`config.mk`:
```
export PLATFORM = sky130hd
export DESIGN_NAME = rgbc_to_hsl_converter_top
export DESIGN_NICKNAME = d
export VERILOG_FILES = /design/src/rgbhsl_pkg.sv /design/src/rgbhsl_pct.sv /design/src/rgbhsl_hsl.sv /design/src/rgbc_to_hsl_converter_top.sv
export SDC_FILE = /design/constraint.sdc
export NUM_CORES = 2
export LEC_CHECK = 0
export BUFFER_PORTS_ARGS = -buffer_cell sky130_fd_sc_hd__buf_2
export CAP_MARGIN = 20
export CORE_MARGIN = 3
export CORE_UTILIZATION = 60
export CTS_CLUSTER_DIAMETER = 50
export CTS_CLUSTER_SIZE = 28
export DETAILED_ROUTE_END_ITERATION = 16
export HOLD_SLACK_MARGIN = 0.05
export PLACE_DENSITY = 0.79
export SETUP_SLACK_MARGIN = 0.15
export SLEW_MARGIN = 20
export SYNTH_ARGS = -nofsm -noshare
export SYNTH_HDL_FRONTEND = slang
export SYNTH_SLANG_ARGS = --single-unit
```
`constraint.sdc`:
```
create_clock -name aclk -period 11.3 [get_ports aclk]
set_clock_uncertainty 0.2 [all_clocks]
set_input_delay 1.13 -clock aclk [delete_from_list [all_inputs] [get_ports aclk]]
set_output_delay 1.13 -clock aclk [all_outputs]
set_load 0.1 [all_outputs]
```
`src/rgbhsl_pkg.sv`:
```
package rgbhsl_pkg;

    localparam int CNT_W     = 16;
    localparam int PCT_W     = 7;
    localparam int HUE_W     = 9;
    localparam int NCH       = 3;
    localparam int PCT_NUM_W = 23;
    localparam int HUE_NUM_W = 13;
    localparam int HUE_Q_W   = 6;
    localparam int SUM_W     = 8;
    localparam int SAT_NUM_W = 14;
    localparam int SAT_Q_W   = 7;

    localparam logic [PCT_W-1:0]   PCT_FULL  = PCT_W'(100);
    localparam logic [HUE_W-1:0]   HUE_FULL  = HUE_W'(360);
    localparam logic [HUE_Q_W-1:0] HUE_STEP  = HUE_Q_W'(60);
    localparam logic [HUE_W-1:0]   HUE_GREEN = HUE_W'(120);
    localparam logic [HUE_W-1:0]   HUE_BLUE  = HUE_W'(240);
    localparam logic [SUM_W-1:0]   SUM_FULL  = SUM_W'(200);
    localparam logic [PCT_W-1:0]   LIT_HALF  = PCT_W'(50);

    localparam int CH_RED   = 0;
    localparam int CH_GREEN = 1;
    localparam int CH_BLUE  = 2;

    typedef enum logic [1:0] {
        SECT_RED,
        SECT_GREEN,
        SECT_BLUE
    } sector_t;

    typedef struct packed {
        logic [CNT_W-1:0] clear_count;
        logic [CNT_W-1:0] red_count;
        logic [CNT_W-1:0] green_count;
        logic [CNT_W-1:0] blue_count;
    } in_item_t;

    typedef struct packed {
        logic [HUE_W-1:0] hue_deg;
        logic [PCT_W-1:0] saturation_pct;
        logic [PCT_W-1:0] lightness_pct;
        logic             zero_clear_error;
    } out_item_t;

    typedef struct packed {
        logic                      zero;
        logic [NCH-1:0][PCT_W-1:0] pct;
    } pct_item_t;

endpackage

```
`src/rgbhsl_pct.sv`:
```
module rgbhsl_pct import rgbhsl_pkg::*; (
    input  logic      aclk,
    input  logic      aresetn,
    input  logic      in_valid,
    output logic      in_ready,
    input  in_item_t  in_data,
    output logic      out_valid,
    input  logic      out_ready,
    output pct_item_t out_data
);

    logic st1_valid_reg, st2_valid_reg, st3_valid_reg;
    logic en1, en2, en3;

    logic [NCH-1:0][CNT_W-1:0]     counts;
    logic [NCH-1:0][PCT_NUM_W-1:0] st1_num_reg, st1_num_next;
    logic [NCH-1:0]                st1_big_reg, st1_big_next;
    logic [CNT_W-1:0]              st1_clear_reg;
    logic                          st1_zero_reg, st1_zero_next;

    logic [NCH-1:0][PCT_NUM_W-1:0] st2_rem_reg, st2_rem_next;
    logic [NCH-1:0][PCT_W-1:0]     st2_quo_reg, st2_quo_next;
    logic [NCH-1:0]                st2_big_reg;
    logic [CNT_W-1:0]              st2_clear_reg;
    logic                          st2_zero_reg;

    logic [NCH-1:0][PCT_W-1:0]     st3_pct_reg, st3_pct_next;
    logic                          st3_zero_reg;

    assign en3      = !st3_valid_reg || out_ready;
    assign en2      = !st2_valid_reg || en3;
    assign en1      = !st1_valid_reg || en2;
    assign in_ready = en1;

    assign counts[CH_RED]   = in_data.red_count;
    assign counts[CH_GREEN] = in_data.green_count;
    assign counts[CH_BLUE]  = in_data.blue_count;

    // scale by 100; a count at or above clear saturates to 100
    always_comb begin
        for (int c = 0; c < NCH; c++) begin
            st1_num_next[c] = PCT_NUM_W'(counts[c]) * PCT_NUM_W'(PCT_FULL);
            st1_big_next[c] = counts[c] >= in_data.clear_count;
        end
        st1_zero_next = in_data.clear_count == '0;
    end

    // quotient bits 6..4
    always_comb begin
        logic [PCT_NUM_W-1:0] rem;
        logic [PCT_NUM_W-1:0] dsh;
        logic [PCT_W-1:0]     quo;
        rem = '0;
        dsh = '0;
        quo = '0;
        for (int c = 0; c < NCH; c++) begin
            rem = st1_num_reg[c];
            quo = '0;
            for (int i = PCT_W - 1; i >= 4; i--) begin
                dsh = PCT_NUM_W'(st1_clear_reg) << i;
                if (rem >= dsh) begin
                    rem    = rem - dsh;
                    quo[i] = 1'b1;
                end
            end
            st2_rem_next[c] = rem;
            st2_quo_next[c] = quo;
        end
    end

    // quotient bits 3..0, then clamp
    always_comb begin
        logic [PCT_NUM_W-1:0] rem;
        logic [PCT_NUM_W-1:0] dsh;
        logic [PCT_W-1:0]     quo;
        rem = '0;
        dsh = '0;
        quo = '0;
        for (int c = 0; c < NCH; c++) begin
            rem = st2_rem_reg[c];
            quo = st2_quo_reg[c];
            for (int i = 3; i >= 0; i--) begin
                dsh = PCT_NUM_W'(st2_clear_reg) << i;
                if (rem >= dsh) begin
                    rem    = rem - dsh;
                    quo[i] = 1'b1;
                end
            end
            st3_pct_next[c] = st2_big_reg[c] ? PCT_FULL : quo;
        end
    end

    always_ff @(posedge aclk) begin
        if (!aresetn) begin
            st1_valid_reg <= 1'b0;
            st2_valid_reg <= 1'b0;
            st3_valid_reg <= 1'b0;
        end else begin
            if (en1) begin
                st1_valid_reg <= in_valid;
            end
            if (en2) begin
                st2_valid_reg <= st1_valid_reg;
            end
            if (en3) begin
                st3_valid_reg <= st2_valid_reg;
            end
        end
    end

    always_ff @(posedge aclk) begin
        if (en1) begin
            st1_num_reg   <= st1_num_next;
            st1_big_reg   <= st1_big_next;
            st1_clear_reg <= in_data.clear_count;
            st1_zero_reg  <= st1_zero_next;
        end
        if (en2) begin
            st2_rem_reg   <= st2_rem_next;
            st2_quo_reg   <= st2_quo_next;
            st2_big_reg   <= st1_big_reg;
            st2_clear_reg <= st1_clear_reg;
            st2_zero_reg  <= st1_zero_reg;
        end
        if (en3) begin
            st3_pct_reg  <= st3_pct_next;
            st3_zero_reg <= st2_zero_reg;
        end
    end

    assign out_valid     = st3_valid_reg;
    assign out_data.zero = st3_zero_reg;
    assign out_data.pct  = st3_pct_reg;

endmodule

```
`src/rgbhsl_hsl.sv`:
```
module rgbhsl_hsl import rgbhsl_pkg::*; (
    input  logic      aclk,
    input  logic      aresetn,
    input  logic      in_valid,
    output logic      in_ready,
    input  pct_item_t in_data,
    output logic      out_valid,
    input  logic      out_ready,
    output out_item_t out_data
);

    logic h1_valid_reg, h2_valid_reg, h3_valid_reg, h4_valid_reg;
    logic en1, en2, en3, en4;

    logic [HUE_NUM_W-1:0] h1_hue_num_reg, h1_hue_num_next;
    logic                 h1_neg_reg, h1_neg_next;
    logic [PCT_W-1:0]     h1_dif_reg, h1_dif_next;
    logic [SAT_NUM_W-1:0] h1_sat_num_reg, h1_sat_num_next;
    logic [SUM_W-1:0]     h1_sat_den_reg, h1_sat_den_next;
    logic [PCT_W-1:0]     h1_lit_reg, h1_lit_next;
    sector_t              h1_sect_reg, h1_sect_next;
    logic                 h1_gray_reg, h1_gray_next;
    logic                 h1_zero_reg;

    logic [HUE_NUM_W-1:0] h2_hue_rem_reg, h2_hue_rem_next;
    logic [HUE_Q_W-1:0]   h2_hue_quo_reg, h2_hue_quo_next;
    logic [SAT_NUM_W-1:0] h2_sat_rem_reg, h2_sat_rem_next;
    logic [SAT_Q_W-1:0]   h2_sat_quo_reg, h2_sat_quo_next;
    logic [PCT_W-1:0]     h2_dif_reg;
    logic [SUM_W-1:0]     h2_sat_den_reg;
    logic                 h2_neg_reg;
    logic [PCT_W-1:0]     h2_lit_reg;
    sector_t              h2_sect_reg;
    logic                 h2_gray_reg;
    logic                 h2_zero_reg;

    logic [HUE_Q_W-1:0]   h3_hue_quo_reg, h3_hue_quo_next;
    logic [SAT_Q_W-1:0]   h3_sat_quo_reg, h3_sat_quo_next;
    logic                 h3_neg_reg;
    logic [PCT_W-1:0]     h3_lit_reg;
    sector_t              h3_sect_reg;
    logic                 h3_gray_reg;
    logic                 h3_zero_reg;

    out_item_t            h4_out_reg, h4_out_next;

    assign en4      = !h4_valid_reg || out_ready;
    assign en3      = !h3_valid_reg || en4;
    assign en2      = !h2_valid_reg || en3;
    assign en1      = !h1_valid_reg || en2;
    assign in_ready = en1;

    // sector, extremes, dividends and divisors
    always_comb begin
        logic [PCT_W-1:0] r, g, b, mx, mn, x, y, mag;
        logic [SUM_W-1:0] sum;
        r = in_data.pct[CH_RED];
        g = in_data.pct[CH_GREEN];
        b = in_data.pct[CH_BLUE];
        if (r >= g && r >= b) begin
            h1_sect_next = SECT_RED;
            mx = r;
            x  = g;
            y  = b;
        end else if (g >= b) begin
            h1_sect_next = SECT_GREEN;
            mx = g;
            x  = b;
            y  = r;
        end else begin
            h1_sect_next = SECT_BLUE;
            mx = b;
            x  = r;
            y  = g;
        end
        mn = r;
        if (g < mn) begin
            mn = g;
        end
        if (b < mn) begin
            mn = b;
        end
        h1_dif_next  = mx - mn;
        h1_gray_next = mx == mn;
        sum          = SUM_W'(mx) + SUM_W'(mn);
        h1_lit_next  = sum[SUM_W-1:1];
        h1_neg_next  = x < y;
        mag          = h1_neg_next ? (y - x) : (x - y);
        h1_hue_num_next = HUE_NUM_W'(mag) * HUE_NUM_W'(HUE_STEP);
        h1_sat_num_next = SAT_NUM_W'(h1_dif_next) * SAT_NUM_W'(PCT_FULL);
        h1_sat_den_next = (h1_lit_next <= LIT_HALF) ? sum : (SUM_FULL - sum);
    end

    // upper quotient bits
    always_comb begin
        logic [HUE_NUM_W-1:0] hrem, hdsh;
        logic [HUE_Q_W-1:0]   hquo;
        logic [SAT_NUM_W-1:0] srem, sdsh;
        logic [SAT_Q_W-1:0]   squo;
        hrem = h1_hue_num_reg;
        hdsh = '0;
        hquo = '0;
        srem = h1_sat_num_reg;
        sdsh = '0;
        squo = '0;
        for (int i = HUE_Q_W - 1; i >= 3; i--) begin
            hdsh = HUE_NUM_W'(h1_dif_reg) << i;
            if (hrem >= hdsh) begin
                hrem    = hrem - hdsh;
                hquo[i] = 1'b1;
            end
        end
        for (int i = SAT_Q_W - 1; i >= 4; i--) begin
            sdsh = SAT_NUM_W'(h1_sat_den_reg) << i;
            if (srem >= sdsh) begin
                srem    = srem - sdsh;
                squo[i] = 1'b1;
            end
        end
        h2_hue_rem_next = hrem;
        h2_hue_quo_next = hquo;
        h2_sat_rem_next = srem;
        h2_sat_quo_next = squo;
    end

    // lower quotient bits
    always_comb begin
        logic [HUE_NUM_W-1:0] hrem, hdsh;
        logic [HUE_Q_W-1:0]   hquo;
        logic [SAT_NUM_W-1:0] srem, sdsh;
        logic [SAT_Q_W-1:0]   squo;
        hrem = h2_hue_rem_reg;
        hdsh = '0;
        hquo = h2_hue_quo_reg;
        srem = h2_sat_rem_reg;
        sdsh = '0;
        squo = h2_sat_quo_reg;
        for (int i = 2; i >= 0; i--) begin
            hdsh = HUE_NUM_W'(h2_dif_reg) << i;
            if (hrem >= hdsh) begin
                hrem    = hrem - hdsh;
                hquo[i] = 1'b1;
            end
        end
        for (int i = 3; i >= 0; i--) begin
            sdsh = SAT_NUM_W'(h2_sat_den_reg) << i;
            if (srem >= sdsh) begin
                srem    = srem - sdsh;
                squo[i] = 1'b1;
            end
        end
        h3_hue_quo_next = hquo;
        h3_sat_quo_next = squo;
    end

    // sector offset, wrap of 360, gray and zero-clear forcing
    always_comb begin
        logic [HUE_W-1:0] q;
        logic [HUE_W-1:0] hue;
        q = HUE_W'(h3_hue_quo_reg);
        case (h3_sect_reg)
            SECT_RED: begin
                hue = h3_neg_reg ? (HUE_FULL - q) : q;
            end
            SECT_GREEN: begin
                hue = h3_neg_reg ? (HUE_GREEN - q) : (HUE_GREEN + q);
            end
            SECT_BLUE: begin
                hue = h3_neg_reg ? (HUE_BLUE - q) : (HUE_BLUE + q);
            end
            default: begin
                hue = '0;
            end
        endcase
        if (hue == HUE_FULL) begin
            hue = '0;
        end
        h4_out_next.hue_deg          = (h3_gray_reg || h3_zero_reg) ? '0 : hue;
        h4_out_next.saturation_pct   = (h3_gray_reg || h3_zero_reg) ? '0 : h3_sat_quo_reg;
        h4_out_next.lightness_pct    = h3_zero_reg ? '0 : h3_lit_reg;
        h4_out_next.zero_clear_error = h3_zero_reg;
    end

    always_ff @(posedge aclk) begin
        if (!aresetn) begin
            h1_valid_reg <= 1'b0;
            h2_valid_reg <= 1'b0;
            h3_valid_reg <= 1'b0;
            h4_valid_reg <= 1'b0;
        end else begin
            if (en1) begin
                h1_valid_reg <= in_valid;
            end
            if (en2) begin
                h2_valid_reg <= h1_valid_reg;
            end
            if (en3) begin
                h3_valid_reg <= h2_valid_reg;
            end
            if (en4) begin
                h4_valid_reg <= h3_valid_reg;
            end
        end
    end

    always_ff @(posedge aclk) begin
        if (en1) begin
            h1_hue_num_reg <= h1_hue_num_next;
            h1_neg_reg     <= h1_neg_next;
            h1_dif_reg     <= h1_dif_next;
            h1_sat_num_reg <= h1_sat_num_next;
            h1_sat_den_reg <= h1_sat_den_next;
            h1_lit_reg     <= h1_lit_next;
            h1_sect_reg    <= h1_sect_next;
            h1_gray_reg    <= h1_gray_next;
            h1_zero_reg    <= in_data.zero;
        end
        if (en2) begin
            h2_hue_rem_reg <= h2_hue_rem_next;
            h2_hue_quo_reg <= h2_hue_quo_next;
            h2_sat_rem_reg <= h2_sat_rem_next;
            h2_sat_quo_reg <= h2_sat_quo_next;
            h2_dif_reg     <= h1_dif_reg;
            h2_sat_den_reg <= h1_sat_den_reg;
            h2_neg_reg     <= h1_neg_reg;
            h2_lit_reg     <= h1_lit_reg;
            h2_sect_reg    <= h1_sect_reg;
            h2_gray_reg    <= h1_gray_reg;
            h2_zero_reg    <= h1_zero_reg;
        end
        if (en3) begin
            h3_hue_quo_reg <= h3_hue_quo_next;
            h3_sat_quo_reg <= h3_sat_quo_next;
            h3_neg_reg     <= h2_neg_reg;
            h3_lit_reg     <= h2_lit_reg;
            h3_sect_reg    <= h2_sect_reg;
            h3_gray_reg    <= h2_gray_reg;
            h3_zero_reg    <= h2_zero_reg;
        end
        if (en4) begin
            h4_out_reg <= h4_out_next;
        end
    end

    assign out_valid = h4_valid_reg;
    assign out_data  = h4_out_reg;

endmodule

```
`src/rgbc_to_hsl_converter_top.sv`:
```
// Throughput: one item per cycle when the output side is not stalled; seven register stages
// (three for the percent divide, four for hue/saturation divide and final assembly), each
// with its own valid bit.
// A stalled stage only holds items upstream of it; bubbles are squeezed out.
// Reset: synchronous, active low; clears all stage valid bits, data registers keep state.
module rgbc_to_hsl_converter_top import rgbhsl_pkg::*; (
    input  logic      aclk,
    input  logic      aresetn,
    input  logic      s_valid,
    output logic      s_ready,
    input  in_item_t  s_data,
    output logic      m_valid,
    input  logic      m_ready,
    output out_item_t m_data
);

    logic      pct_valid;
    logic      pct_ready;
    pct_item_t pct_data;

    rgbhsl_pct u_pct (
        .aclk      (aclk),
        .aresetn   (aresetn),
        .in_valid  (s_valid),
        .in_ready  (s_ready),
        .in_data   (s_data),
        .out_valid (pct_valid),
        .out_ready (pct_ready),
        .out_data  (pct_data)
    );

    rgbhsl_hsl u_hsl (
        .aclk      (aclk),
        .aresetn   (aresetn),
        .in_valid  (pct_valid),
        .in_ready  (pct_ready),
        .in_data   (pct_data),
        .out_valid (m_valid),
        .out_ready (m_ready),
        .out_data  (m_data)
    );

endmodule

```
==> run_results.csv <==
group,metric,value,unit
critical_path,path_max_fanout,13,
clock_tree,cts_sinks,352,
finish,fin_nets,6009,
yosys,synth_common_cells,"742 x ha_1, 516 x inv_1, 371 x a21oi_1",
drt,drc,0,
yosys,yosys.area.top_type_share,23.37,%
critical_path,crit_type,"reg -> reg",
status,outcome,"completed",
hold_path,holdPathEnd,"u_hsl.h2_neg_reg",
placement,dpl.hpwl,88050,um
timing,setup_viol,0,
timing,fin_setup_tns,0,ns
critical_path,cpMaxStageDelayCell,"or4_1",
grt,antenna_found_initial,0,
yosys,synth_area,44330,um2
floorplanning,fp-row-count,99,
job,max_cap_violations,0,
clock_tree,cts_root_buffer,"clkbuf_16",
drt,first_pass_iters,5,
floorplanning,die_h,277.8,um
yosys,synth_area_leaders,"edfxtp_1 23%, ha_1 21%, xnor2_1 5.0%",
grt,gr-usage-met2,48.84,%
timing,drv_slew,0,
timing,maxSlewHeadroom,24.98,%
timing,post-route-period-util,93.35,%
timing,rsz0062_at_grt,"true",
critical_path,crit_path_start,"u_pct.st2_clear_reg[1]",
yosys,ys_warn_count,0,
timing,fmax,0.09480,GHz
hold_path,hp-class,"reg -> reg",
yosys,synth_nets,5874,
grt,busiest_layer,"met2",
hold_path,worstHoldStart,"u_hsl.h1_neg_reg",
critical_path,critPathMaxStageDelay,0.54,ns
finish,n_antenna_cell,0,
grt,overflow,0,
drt,wl_per_cell,17.86,um
grt,met3_usage,2.457,%
floorplanning,die_area,77170,um2
yosys,synthCells,4985,
critical_path,end_kind,"register",
placement,gp_congestion,0.9665,
finish,syn2layout_area_growth,8.358,%
finish,drive_above_1_share,9.674,%
drt,via_count,36800,
hold_path,min_path_cells,0,
yosys,synth-edff-count,345,
drt,first_iter_violations,2489,
yosys,synth.most_common_cell,"ha_1",
clock_tree,htreeDepth,2,
finish,fin_util,65.72,%
yosys,ys_seq_elements,352,
drt,antenna_left,0,
timing,fin_crit,10.55,ns
critical_path,r2r_end,"u_pct.out_data[7]",
yosys,postSynthAreaPerCell,8.892,um2
grt,grt_pass1_wl,175600,um
drt,drt_wl_total,109200,um
clock_tree,cts_buffer_depth,3,
critical_path,r2r_slack,0.75,ns
clock_tree,clk_latency,0.61,ns
floorplanning,die_w,277.8,um
timing,tightestPinTransition,1.123,ns
critical_path,critPathLaunchType,"register",
critical_path,cp.required,11.45,ns
clock_tree,cts_tree,"yes",
yosys,synth_top_area_cell,"edfxtp_1",
floorplanning,num_io_pins,94,
yosys,async_reset_ff_share,0,%
grt,grt_pass1_vias,35430,
yosys,yosysSeqAreaShare,23.69,%
drt,via_per_inst,6.016,
grt,grt_max_degree,54,
critical_path,critPathArrivalTime,10.70,ns
yosys,synth_cell_types,109,
floorplanning,start_util,60.65,%
critical_path,rr_startpoint,"u_pct.st2_clear_reg[1]",
yosys,ys.flop_type,"edfxtp_1",
clock_tree,cts_made_buffers,46,
critical_path,reg2reg_depth,49,
grt,grt_use_total,27.46,%
clock_tree,path_clk_slew,0.06,ns
placement,io_buffers,93,
timing,hold_viol_final,0,
floorplanning,coreArea,73080,um2
grt,use_met1,33.59,%
[worst max-delay path: cells and delay by family, from the launching register on]
kind | cells | cell delay (ns)
buffers and inverters | 4 | 0.77
xor gates and xnor gates | 1 | 0.15
adders and majority gates | 4 | 1.27
and+or+nand+nor | 14 | 2.38
DFF | 1 | 0.38
AOI/OAI and AO/OA | 26 | 5.14
[timing repair]
item,4_1_cts,5_1_grt
buffers inserted,0,4
setup endpoints to repair,0,17
hold buffers,0,0
gates resized for setup,0,22
[logic make-up (layout without fill, tap and decap cells)]
logic type / count (synthesis) / after routing / synth area share [%]
compound gates: 1344 / 1344 / 19.45
fa+ha+maj: 821 / 821 / 24.51
xor+xnor: 358 / 358 / 7.091
simple gates: 1274 / 1275 / 14.19
mux: 239 / 239 / 5.919
buf+inv: 597 / 769 / 5.154
flops: 352 / 352 / 23.69
[per-stage QoR]
step	cell area, um2	worst slack, ns	std cells	hold slack (ns)
3_5_place_dp	46190	0.4916	6025	0.2045
5_1_grt	48030	0.06952	6117	0.2275
4_1_cts	47880	0.4688	6111	0.2190
2_1_floorplan	44330	0.3289	4985	0.2003
3_3_place_gp	46190	0.8206	6025	0.2010
6_report	48030	0.7513	6117	0.2190
[area by class of cell]
cell class / count / area [um2]
Multi-Input combinational cell: 4037 / 31670
Inverter: 518 / 1946
Clock inverter: 39 / 529.3
Timing Repair Buffer: 165 / 1030
Sequential cell: 352 / 10500
Clock buffer: 47 / 1155
Fill cell: 5886 / 25050
Tap cell: 959 / 1200
[routing by layer]
layer,part of all wire (%),wire length [um],vias to the layer above
met2,49,53150,1056
met5,0,0,-
li1,-,-,18430
met1,42,45460,17070
met3,4.6,5050,242
met4,5.1,5583,0
[placed cells by master, fill, tap and decap left out, types with 13 or more instances in the layout]
cell type,netlist,routed
clkbuf_16,0,46
a21boi_0,33,33
nor2_1,335,333
nor2b_1,100,100
o21a_1,70,70
o31ai_1,36,35
a2111oi_0,13,13
edfxtp_1,345,345
nor3_1,73,72
xnor2_1,253,253
a211oi_1,29,29
o21ai_0,322,321
mux2i_1,80,80
nand4_1,72,72
a31oi_1,37,36
a21oi_1,371,366
inv_1,516,512
nand3_1,61,60
buf_2,11,93
nor4_1,33,32
nand2b_1,74,74
buf_4,1,68
o211ai_1,26,26
mux2_2,147,147
a21o_1,176,176
and3_1,33,33
or2_2,22,22
xor2_1,104,104
or3_1,22,22
ha_1,742,741
nand2_1,344,341
fa_1,79,79
a31o_2,14,14
a211o_1,13,13
and2_1,31,31
o21bai_1,69,69
[worst max path at each step]
stage	end	slack, ns	depth (start not counted)
after floorplan	u_pct.out_data[7]	0.33	50
after global placement	u_pct.out_data[7]	0.82	48
after detailed placement	u_pct.out_data[7]	0.49	48
after CTS	u_pct.out_data[7]	0.47	48
after global routing	u_pct.out_data[7]	0.07	49
final	u_pct.out_data[7]	0.75	49
Power is not shown: default switching activity piles up to over one toggle a cycle in this logic, so the estimate is an artifact.
